File: config.mk
export PLATFORM = sky130hd
export DESIGN_NAME = mtsc_ctrl
export DESIGN_NICKNAME = d
export VERILOG_FILES = /design/src/assert_macros.svh /design/src/mtsc_pkg.sv /design/src/mtsc_ctrl.sv
export SDC_FILE = /design/constraint.sdc
export NUM_CORES = 1
export LEC_CHECK = 0
export ABC_AREA = 1
export BUFFER_PORTS_ARGS = -buffer_cell sky130_fd_sc_hd__buf_2
export CAP_MARGIN = 15
export CORE_AREA = 2 2 39 41
export CTS_CLUSTER_DIAMETER = 30
export DETAILED_ROUTE_END_ITERATION = 12
export DIE_AREA = 0 0 41 43
export SLEW_MARGIN = 20
export SYNTH_ARGS = -nofsm -noshare
export SYNTH_HDL_FRONTEND = slang
export SYNTH_SLANG_ARGS = --single-unit
File: constraint.sdc
create_clock -name clk -period 1.4 [get_ports clk]
set_input_delay 0.07 -clock clk [delete_from_list [all_inputs] [get_ports clk]]
set_output_delay 0.07 -clock clk [all_outputs]
set_load 0.01 [all_outputs]
File: src/assert_macros.svh
// Assertion macros shared by the timestamp converter RTL.
`ifndef ASSERT_MACROS_SVH
`define ASSERT_MACROS_SVH

`ifndef SYNTH

// Property must hold at every clock edge outside reset.
`define MTSC_ASSERT(lbl, clk, rst, prop, msg) \
  lbl: assert property (@(posedge clk) disable iff (rst) (prop)) else $error(msg);

// Antecedent in one cycle implies consequent in the same cycle.
`define MTSC_ASSERT_IMPL(lbl, clk, rst, ante, cons, msg) \
  lbl: assert property (@(posedge clk) disable iff (rst) (ante) |-> (cons)) else $error(msg);

// Antecedent in one cycle implies consequent in the next cycle.
`define MTSC_ASSERT_NEXT(lbl, clk, rst, ante, cons, msg) \
  lbl: assert property (@(posedge clk) disable iff (rst) (ante) |=> (cons)) else $error(msg);

`else

`define MTSC_ASSERT(lbl, clk, rst, prop, msg)
`define MTSC_ASSERT_IMPL(lbl, clk, rst, ante, cons, msg)
`define MTSC_ASSERT_NEXT(lbl, clk, rst, ante, cons, msg)

`endif

`endif

File: src/mtsc_pkg.sv
// Types and constants of the counter to nanosecond timestamp converter.
`default_nettype none

package mtsc_pkg;

  localparam logic [63:0] ONE_SECOND_NS = 64'd1000000000;
  localparam logic [31:0] NS_PER_MS     = 32'd1000000;

  // Tick divider runs two quotient bits per cycle
  localparam logic [5:0] DIV_TICKS_STEPS = 6'd16;  // 32-bit quotient
  // Millisecond divide: four 16-bit digits, an estimate step and a commit step each
  localparam logic [5:0] DIV_MS_STEPS    = 6'd8;

  // 1000000 = 2^6 * 15625; each digit is divided by 15625 with a reciprocal
  localparam logic [13:0] MS_ODD_DIVISOR = 14'd15625;
  localparam logic [30:0] MS_RECIP       = 31'd1125899907;  // ceil(2^44 / 15625)

  typedef enum logic [2:0] {
    S_IDLE,
    S_CLAMP,
    S_SCALE,
    S_DIV_TICKS,
    S_SINCE,
    S_PICK,
    S_DIV_MS
  } state_t;

  // Controller to datapath commands
  typedef struct packed {
    logic capture;    // latch request fields
    logic clamp;      // elapsed ticks, clamped to the interval
    logic scale;      // multiply and load the tick divider
    logic div_run;    // advance the divider
    logic delta_take; // keep the tick quotient as delta
    logic since;      // distance of last timestamp from base
    logic pick;       // choose result, update state, load ms divider
    logic emit;       // write the output register
  } cmd_t;

  // Datapath to controller status
  typedef struct packed {
    logic ticks_zero;
    logic div_done;
    logic out_free;
  } status_t;

endpackage

`default_nettype wire

File: src/mtsc_ctrl.sv
// Sequencer of the timestamp converter: walks one request through the datapath.
`default_nettype none

module mtsc_ctrl
  import mtsc_pkg::*;
(
  input  logic    clk,
  input  logic    rst,
  input  logic    in_valid,
  output logic    in_ready,
  input  status_t sts,
  output cmd_t    cmd
);

  state_t state;
  state_t state_next;

  // State register
  always_ff @(posedge clk) begin
    if (rst) begin
      state <= S_IDLE;
    end else begin
      state <= state_next;
    end
  end

  // Next state and commands
  always_comb begin
    state_next = state;
    cmd        = '0;
    in_ready   = 1'b0;
    unique case (state)
      S_IDLE: begin
        in_ready = 1'b1;
        if (in_valid) begin
          cmd.capture = 1'b1;
          state_next  = S_CLAMP;
        end
      end
      S_CLAMP: begin
        cmd.clamp  = 1'b1;
        state_next = S_SCALE;
      end
      S_SCALE: begin
        cmd.scale  = 1'b1;
        state_next = sts.ticks_zero ? S_SINCE : S_DIV_TICKS;
      end
      S_DIV_TICKS: begin
        if (sts.div_done) begin
          cmd.delta_take = 1'b1;
          state_next     = S_SINCE;
        end else begin
          cmd.div_run = 1'b1;
        end
      end
      S_SINCE: begin
        cmd.since  = 1'b1;
        state_next = S_PICK;
      end
      S_PICK: begin
        cmd.pick   = 1'b1;
        state_next = S_DIV_MS;
      end
      S_DIV_MS: begin
        if (!sts.div_done) begin
          cmd.div_run = 1'b1;
        end else if (sts.out_free) begin
          cmd.emit   = 1'b1;
          state_next = S_IDLE;
        end
      end
      default: begin
        state_next = S_IDLE;
      end
    endcase
  end

endmodule

`default_nettype wire

; Word-level counts from Yosys, hierarchy flattened
; Cells that the tools add are included.
[classes]
reduce_logical = 3
n_eq_ne = 10
muxes = 20
[ops]
columns = op, count
row1 = $pmux 3 s7, 1
row2 = $mux 3, 5
row3 = $mux 1, 14
row4 = $eq 3x3->1 const B, 3
row5 = $ne 2x2->1 const B, 4
row6 = $eq 3x2->1 const B, 2
row7 = $reduce_and 4->1, 1
row8 = $eq 3x1->1 const B, 1
row9 = $logic_not 3->1, 1
row10 = $reduce_or 2->1, 1
[totals]
ff_bits = 3
wordCells = 34
out_inout_bits = 9

; Longest topological paths before layout
; Gate-level depths: netlist of run 1.
[logic_depth]
ltp_word = 3
depth_mapped = 8
mapped_depth_nobuf = 8

; Worst setup path after synthesis of run 1
; OpenSTA, ideal clock, no wires.
[synth_path]
path_kind = register -> register
startpoint = reg state[0]
endpoint = reg state[1]
setup_time_ps = 114
t_arrival_ps = 901
slack_ps = 386
stages_incl_launch_ff = 8
period_less_slack_ps = 1014
cell_sequence = dfxtp_1 -> inv_1 -> nand2_1 -> nand2_1 -> nand3_2 -> nand3_2 -> o21bai_1 -> inv_1
[synth_via]
elab_chain_cells = 3
word_cells_on_any_way = 13
classes_between = eq/ne: 10 / mux: 1 / reduce/logical: 2
[synth_rtl]
columns = element, line
row1 = "start, declared", mtsc_ctrl.sv:15  ; state_t state;
row2 = "start signal, assigned", mtsc_ctrl.sv:23  ; state <= state_next;
row3 = $eq 3x2->1 (tied with other cells), mtsc_ctrl.sv:32  ; unique case (state)
row4 = $ne 2x2->1 (no line), -
row5 = $reduce_and 4->1 (no line), -
; Several ways; a longest one is shown, not always the timed one.
; A chain may end at the register's enable or synchronous reset.

==> results of run 1 <==
## worst reg2reg max path, delay by kind of cell, from the launching register on
kind | cells | cell delay (ns)
buf+inv | 2 | 0.18
flops | 1 | 0.42
simple gates | 5 | 0.45
## cell usage in the layout (no fill, tap or decap)
cell | synthesis | layout
dlygate4sd3_1 | 0 | 1
dfxtp_1 | 3 | 2
nor2_2 | 1 | 2
nand3_2 | 3 | 3
a21oi_1 | 2 | 2
buf_2 | 0 | 14
nand2_1 | 14 | 14
o21bai_1 | 1 | 1
inv_1 | 13 | 13
o21ai_0 | 1 | 1
nor3_1 | 3 | 3
nor2_1 | 11 | 10
dfxtp_2 | 0 | 1
clkbuf_4 | 0 | 3
nand3_1 | 3 | 3
buf_4 | 1 | 1
clkbuf_1 | 0 | 1
## per-layer routing
metal | vias to the layer above | global-route usage | part of all wire | wire, um
li1 | 208 | - | - | -
met1 | 166 | 0.1154 | 0.42 | 326
met2 | 14 | 0.1594 | 0.50 | 389
met4 | 0 | 0.06000 | 0 | 0
met3 | 0 | 0.04712 | 0.082 | 64
met5 | - | 0 | 0 | 0
## kinds of logic after synthesis
kind of cell | Yosys count
compound gates | 4
simple gates | 35
flops | 3
buf+inv | 14
## layout make-up
cell class              count  area share
clock buffers               4     0.06122
flip-flops and latches      3      0.1429
multi-input cells          39      0.4315
inverters                  13      0.1137
repair buffers             16      0.2041
well taps                  16     0.04665
## repair_timing
action | in CTS | in global routing
resized for setup | 0 | 2
endpoints found under the hold margin | 0 | 1
hold buffers | 0 | 1
setup endpoints to repair | 0 | 3
## where the power goes
part	switching [mW]	internal, mW
clock network	0.0443	0.107
registers	0.0639	0.125
logic	0.309	0.198
total	0.418	0.429
## worst paths after layout
check | start | end | cells past startpoint
setup reg to reg | state[2] | state[0] | 7
hold / removal | sts[2] | state[2] | 5
hold reg to reg | state[0] | state[0] | 2
setup / recovery | state[2] | cmd[4] | 5
## per-stage QoR
stage / power, mW / setup WS, ns / cell area [um2] / std cells
after floorplan: 0.5331 / 0.3857 / 299.0 / 56
after global placement: 0.6757 / 0.2691 / 389.1 / 86
after detailed placement: 0.6812 / 0.2258 / 389.1 / 86
after CTS: 0.8425 / 0.1088 / 415.4 / 90
after global routing: 0.9519 / 0.03597 / 429.2 / 91
final: 0.8470 / 0.1181 / 429.2 / 91
==> results.cfg, run 1 <==
[place]
dp_hpwl_um = 617.5
gp_congestion = 0.7953
port_buffers = 14

[timing]
finalCritPeriodShare = 0.9156
setup_tns_ns = 0
whs_ns = 0.2939
worstMarginPinSlew_ns = 0.2362
slew_violations = 0
grt_setup_unrepaired = false
max_freq_ghz = 0.7801
skew_ns = 0.003720
hold_viol = 0
slew_headroom = 0.8423
fin_crit_ns = 1.282
setup_violations = 0

[global_route]
grt_max_degree = 8
grt_usage = 0.1053
antenna_found_initial = 0
grt_pass1_vias = 342
grt-ovfl-total = 0
grt_first_pass_wirelength_mm = 1.214

[floorplan]
core_um2 = 1384
die_area_um2 = 1763
num_rows = 14
die_h_um = 43
io_pins = 15
dieWidth_um = 41
initial_core_util = 0.2161

[finish]
final_util = 0.3101
diodes = 0
syn_to_final_growth_pct = 43.51
multi_input_area_um2 = 185.2
largest_register_ff_count = 3
top_regs = state (3)
regMostFlops = state
fillers = 163
seq_area_um2 = 61.31
drive_gt1_frac = 0.3200
nets = 82

[routing]
via_per_inst = 4.264
ant_nets = 0
drc = 0
vias = 388
first_pass_iters = 4
wl_per_cell_um = 8.571
drtIter0Drc = 9
drt-total-wl_um = 780

[clock_tree]
root_buffer = clkbuf_4
clk_pin_slew_ns = 0.03
cts_setup_buffers = 0
cts_sinks = 3
htreeDepth = 1
clockBufferDepth = 2
cts_tree = built
cts_buffers = 3
insertion_delay_ns = 0.23

[yosys]
async_flop_share = 0
synth-compound-area-share = 0.07531
synth_top_area_frac = 0.2008
synth.area.mux_share = 0
yosysMostFrequentCell = nand2_1
synth-edff-count = 0
synth_ff_type = dfxtp_1
ys_warn_count = 0
syn_area_per_cell_um2 = 5.340
synth-simple-area-share = 0.5356
synth.cell_area_um2 = 299.0
synthCells = 56
netlist_top_cells_area = dfxtp_1 (20%), nand2_1 (18%), inv_1 (16%)
synth_nets = 62
ys_ff_latch = 3
synth_cell_types = 12
synth_top_family_by_area = simple AND/OR/NAND/NOR gates
ys_seq_area_frac = 0.2008
yosysTopAreaCell = dfxtp_1
synthXorXnorAreaFrac = 0
synth_commonest_cells = nand2_1 (14), inv_1 (13), nor2_1 (11)
synth_adder_area_share = 0

[worst_setup_path]
slowest_stage = dfxtp_1
cp-start-kind = flop
slowest_delay_ns = 0.42
path_buf_inv = 3
reg2reg_slack_ns = 0.24
crit_required_ns = 1.33
crit_top_cell = inv_1
critical_path_arrival_ns = 1.21
cp_max_fo = 7
path_class = flop to output port
cp_top_family = flip-flops
crit_chain = inv_1 > nand2_1 > nand3_2 > inv_1 > buf_2
cp-end-kind = output port

[run]
maxCapViolations = 0

[power]
p_leak_nw = 0.2714
powerDensity_nw_per_um2 = 1974
ir_worst_vdd_v = 0.0005024

[hold_path]
min_path_type = input pin to flop

[run_status]
status = completed
Note: power is estimated with default switching activity, not from simulation.
==> inputs of run 2 (changes only) <==
CELL_PAD_IN_SITES_DETAIL_PLACEMENT = 0   (was default)
CELL_PAD_IN_SITES_GLOBAL_PLACEMENT = 1   (was default)
PLACE_DENSITY_LB_ADDON = 0.1   (was default)
==> run 2 against run 1 <==
Effect of this change: first-iteration DRC count down 11%; critical path depth is 1 lower; largest cell class unchanged; die area did not move; largest power group unchanged; global-route usage rose by 0.40 points; cell count rose by 1.1%.
==> results.cfg, run 2 (same netlist as run 1, synthesis figures left out) <==
[power]
swShare = 0.4884
p_int_mw = 0.4364
combPwrFrac = 0.599
pwr-share-clk = 0.182
powerDensity_nw_per_um2 = 1965
ir_worst_vdd_v = 0.0006097
p_sw_mw = 0.4166
p_leak_nw = 0.2764
seq_power_share = 0.219

[finish]
final_area_um2 = 434.2
largest_register_ff_count = 3
drive_gt1_frac = 0.3158
syn_to_final_growth_pct = 45.19
regMostFlops = state
diodes = 0
nets = 83
multi_input_area_um2 = 182.7
final_cells = 92
final_cell_mix = nand2_1 (14), buf_2 (14), inv_1 (13)
fillers = 167
top_regs = state (3)
seq_area_um2 = 61.31

[worst_setup_path]
cp_max_fo = 7
slowest_delay_ns = 0.36
worstReg2RegEnd = state[0]
path_class = flop to output port
path_buf_inv = 2
crit_chain = nor2_1 > inv_1 > nor3_1 > buf_2
cp-end-kind = output port
cp-start-kind = flop
r2r_start = state[1]
reg2reg_slack_ns = 0.27
cp_top_family = flip-flops
critPathLaunch = state[1]
r2r_cells = 7
critical_path_arrival_ns = 1.20
slowest_stage = dfxtp_1
crit_required_ns = 1.33

[routing]
wl_per_cell_um = 8.902
drtIter0Drc = 8
drc = 0
drt-total-wl_um = 819
ant_nets = 0
vias = 378
via_per_inst = 4.109
first_pass_iters = 4

[place]
gp_congestion = 0.7660
port_buffers = 14
placed_cell_area_um2 = 396.6
dp.cells = 87
dp_hpwl_um = 671.3

[clock_tree]
clockBufferDepth = 2
cts_buffers = 3
root_buffer = clkbuf_4
cts_tree = built
htreeDepth = 1
cts_sinks = 3
clk_pin_slew_ns = 0.04
cts_setup_buffers = 0
insertion_delay_ns = 0.24

[global_route]
grt_usage = 0.1093
grt_first_pass_wirelength_mm = 1.338
grt-ovfl-total = 0
grt_pass1_vias = 336
grt_max_degree = 8
antenna_found_initial = 0

[timing]
finalCritPeriodShare = 0.9037
fin_crit_ns = 1.265
slew_violations = 0
setup_violations = 0
skew_ns = 0.00006850
grt_setup_unrepaired = false
max_freq_ghz = 0.7904
setup_tns_ns = 0
slew_headroom = 0.8417
whs_ns = 0.2824
worstMarginPinSlew_ns = 0.2371
hold_viol = 0

[hold_path]
holdPathStages = 5
whs_endpoint = state[2]
min_path_type = input pin to flop
min_from = sts[2]

[run]
maxCapViolations = 0

[floorplan]
initial_core_util = 0.2161
io_pins = 15
die_area_um2 = 1763
core_um2 = 1384
dieWidth_um = 41
num_rows = 14
die_h_um = 43

[run_status]
status = completed
[run 2: per-layer routing]
layer / GRT usage / share of wire
met3: 0.01571 / 0.066
met1: 0.1506 / 0.46
met4: 0.04000 / 0.011
met2: 0.1656 / 0.46
met5: 0 / 0
[run 2: power groups by stage]
stage / combinational, mW / clock [mW] / sequential (mW)
floorplan: 0.373 / 0 / 0.160
global placement: 0.533 / 0 / 0.189
detailed placement: 0.517 / 0 / 0.189
CTS: 0.521 / 0.159 / 0.186
global route: 0.599 / 0.165 / 0.196
finish: 0.511 / 0.155 / 0.187
[run 2: stage by stage]
stage | setup slack, ns | power, mW | util
after floorplan | 0.3857 | 0.5331 | -
after global placement | 0.1885 | 0.7222 | 0.2866
after detailed placement | 0.2002 | 0.7056 | 0.2866
after CTS | 0.08773 | 0.8667 | 0.3128
after global routing | 0.006851 | 0.9598 | 0.3137
final | 0.1349 | 0.8530 | 0.3137
[run 2: how the worst max path moves through the flow]
stage	endpoint	slack [ns]	depth (start not counted)
floorplan	state[1]	0.39	7
global placement	state[1]	0.19	7
detailed placement	state[1]	0.20	7
CTS	cmd[4]	0.09	6
global route	cmd[7]	0.007	4
finish	cmd[7]	0.13	4
[run 2: worst min-delay path: stages]
cell	delay (ns)
buf_2	0.08
o21ai_0	0.06
nand2_1	0.06
nand3_1	0.07
a21oi_1	0.13
[run 2: what timing repair did]
action | CTS | global route
endpoints found under the hold margin | 1 | 0
endpoints found under the setup margin | 0 | 1
resized for setup | 0 | 1
hold buffers | 1 | 0
[run 2: layout make-up]
class | count | share of cell area
Sequential cell | 3 | 0.1412
Clock buffer | 4 | 0.06052
Multi-Input combinational cell | 39 | 0.4207
Inverter | 13 | 0.1124
Timing Repair Buffer | 17 | 0.2190
Tap cell | 16 | 0.04611
==> inputs of run 3 (changes only) <==
clock period = 1.32 ns   (was 1.4 ns; I/O delays follow)
==> run 3 against run 2 <==
Effect of this change: via count up 0.79%; clock-buffer cell count stayed put; worst hold slack lost 0.0086 ns; die area stayed put; first-iteration DRC count did not move; sequential power up 12%; clock power rose by 6%; clock skew stayed put; non-clock buffer count unchanged; critical path type unchanged.
==> results.cfg, run 3 (same netlist as run 1, synthesis figures left out) <==
[worst_setup_path]
endpoint = cmd[4]
slowest_delay_ns = 0.39
critPathLaunch = state[0]
crit_chain = inv_1 > nand2_1 > nand2_1 > nand3_2 > inv_1 > buf_2
cp_max_fo = 7
worstReg2RegEnd = state[1]
cp-end-kind = output port
path_class = flop to output port
r2r_start = state[0]
reg2reg_slack_ns = 0.22
cp-start-kind = flop
r2r_cells = 7
slowest_stage = dfxtp_2
critical_path_arrival_ns = 1.13
crit_required_ns = 1.25

[global_route]
grt_max_degree = 8
grt_first_pass_wirelength_mm = 1.338
grt_pass1_vias = 336
antenna_found_initial = 0
grt-ovfl-total = 0
grt_usage = 0.1093

[clock_tree]
clk_pin_slew_ns = 0.04
cts_setup_buffers = 0
cts_buffers = 3
htreeDepth = 1
cts_sinks = 3
root_buffer = clkbuf_4
cts_tree = built
insertion_delay_ns = 0.24
clockBufferDepth = 2

[hold_path]
min_path_type = input pin to flop

[run_status]
status = completed

[power]
powerDensity_nw_per_um2 = 2096
p_leak_nw = 0.2776
ir_worst_vdd_v = 0.0006744

[floorplan]
die_h_um = 43
io_pins = 15
core_um2 = 1384
num_rows = 14
dieWidth_um = 41
die_area_um2 = 1763
initial_core_util = 0.2161

[routing]
drtIter0Drc = 8
drc = 0
drt-total-wl_um = 820
vias = 381
first_pass_iters = 4
via_per_inst = 4.141
wl_per_cell_um = 8.913
ant_nets = 0

[run]
maxCapViolations = 0

[finish]
drive_gt1_frac = 0.3553
syn_to_final_growth_pct = 46.86
nets = 83
top_regs = state (3)
regMostFlops = state
fillers = 168
seq_area_um2 = 63.81
final_cell_mix = nand2_1 (14), buf_2 (14), inv_1 (13)
multi_input_area_um2 = 185.2
diodes = 0
largest_register_ff_count = 3

[timing]
skew_ns = 0.00006850
fin_crit_ns = 1.201
max_freq_ghz = 0.8327
slew_violations = 0
hold_viol = 0
slew_headroom = 0.8921
setup_tns_ns = 0
grt_setup_unrepaired = false
whs_ns = 0.2738
setup_violations = 0
worstMarginPinSlew_ns = 0.1605
finalCritPeriodShare = 0.9098

[place]
gp_congestion = 0.7660
dp_hpwl_um = 671.3
port_buffers = 14
## run 3: cell types whose count changed in the layout (fill, tap and decap cells not counted)
| cell | delta |
|---|---|
| dfxtp_1 | -2 |
| dfxtp_2 | +2 |
| nor2_1 | -1 |
| nor2_2 | +1 |
## run 3: timing repair
action	CTS	global route
resized for setup	0	4
hold endpoints to repair	1	0
endpoints found under the setup margin	0	9
hold buffers	1	0
## run 3: power breakdown
group | internal [mW] | total [mW] | switching [mW]
Sequential | 0.138 | 0.209 | 0.0716
Clock | 0.113 | 0.164 | 0.0509
Combinational | 0.221 | 0.547 | 0.325
## run 3: worst min-delay path by stage
stage               startpoint  slack, ns  depth (start not counted)       end
floorplan                  rst       0.14                          1  state[2]
global placement           rst       0.25                          2  state[2]
detailed placement         rst       0.24                          2  state[2]
CTS                     sts[2]       0.28                          6  state[1]
global route            sts[1]       0.35                          6  state[0]
finish                  sts[2]       0.27                          6  state[1]
## run 3: critical path, delay by kind of cell (launching register included)
| family | cells | cell delay (ns) |
|---|---|---|
| DFF | 1 | 0.39 |
| and+or+nand+nor | 3 | 0.24 |
| buffers and inverters | 3 | 0.27 |
## run 3: final cells by class
cell class,count,area share
clock buffer,4,0.05983
inverter,13,0.1111
timing repair buffer,17,0.2165
tap,16,0.04558
multi-input combinational,39,0.4217
sequential,3,0.1453
## run 3: metal layers
layer | share of wire | routed length [um] | GRT usage
met1 | 0.46 | 378 | 0.1506
met2 | 0.46 | 378 | 0.1656
met3 | 0.066 | 54 | 0.01571
met4 | 0.011 | 9 | 0.04000
met5 | 0 | 0 | 0
## run 3: stage by stage
step / power, mW / cells / worst slack, ns / util / cell area, um2
2_1_floorplan: 0.5654 / 56 / 0.3057 / - / 299.0
3_3_place_gp: 0.7660 / 87 / 0.1085 / 0.2866 / 396.6
3_5_place_dp: 0.7484 / 87 / 0.1202 / 0.2866 / 396.6
4_1_cts: 0.9192 / 92 / 0.01173 / 0.3128 / 432.9
5_1_grt: 1.033 / 92 / 0.02721 / 0.3174 / 439.2
6_report: 0.9204 / 92 / 0.1190 / 0.3174 / 439.2
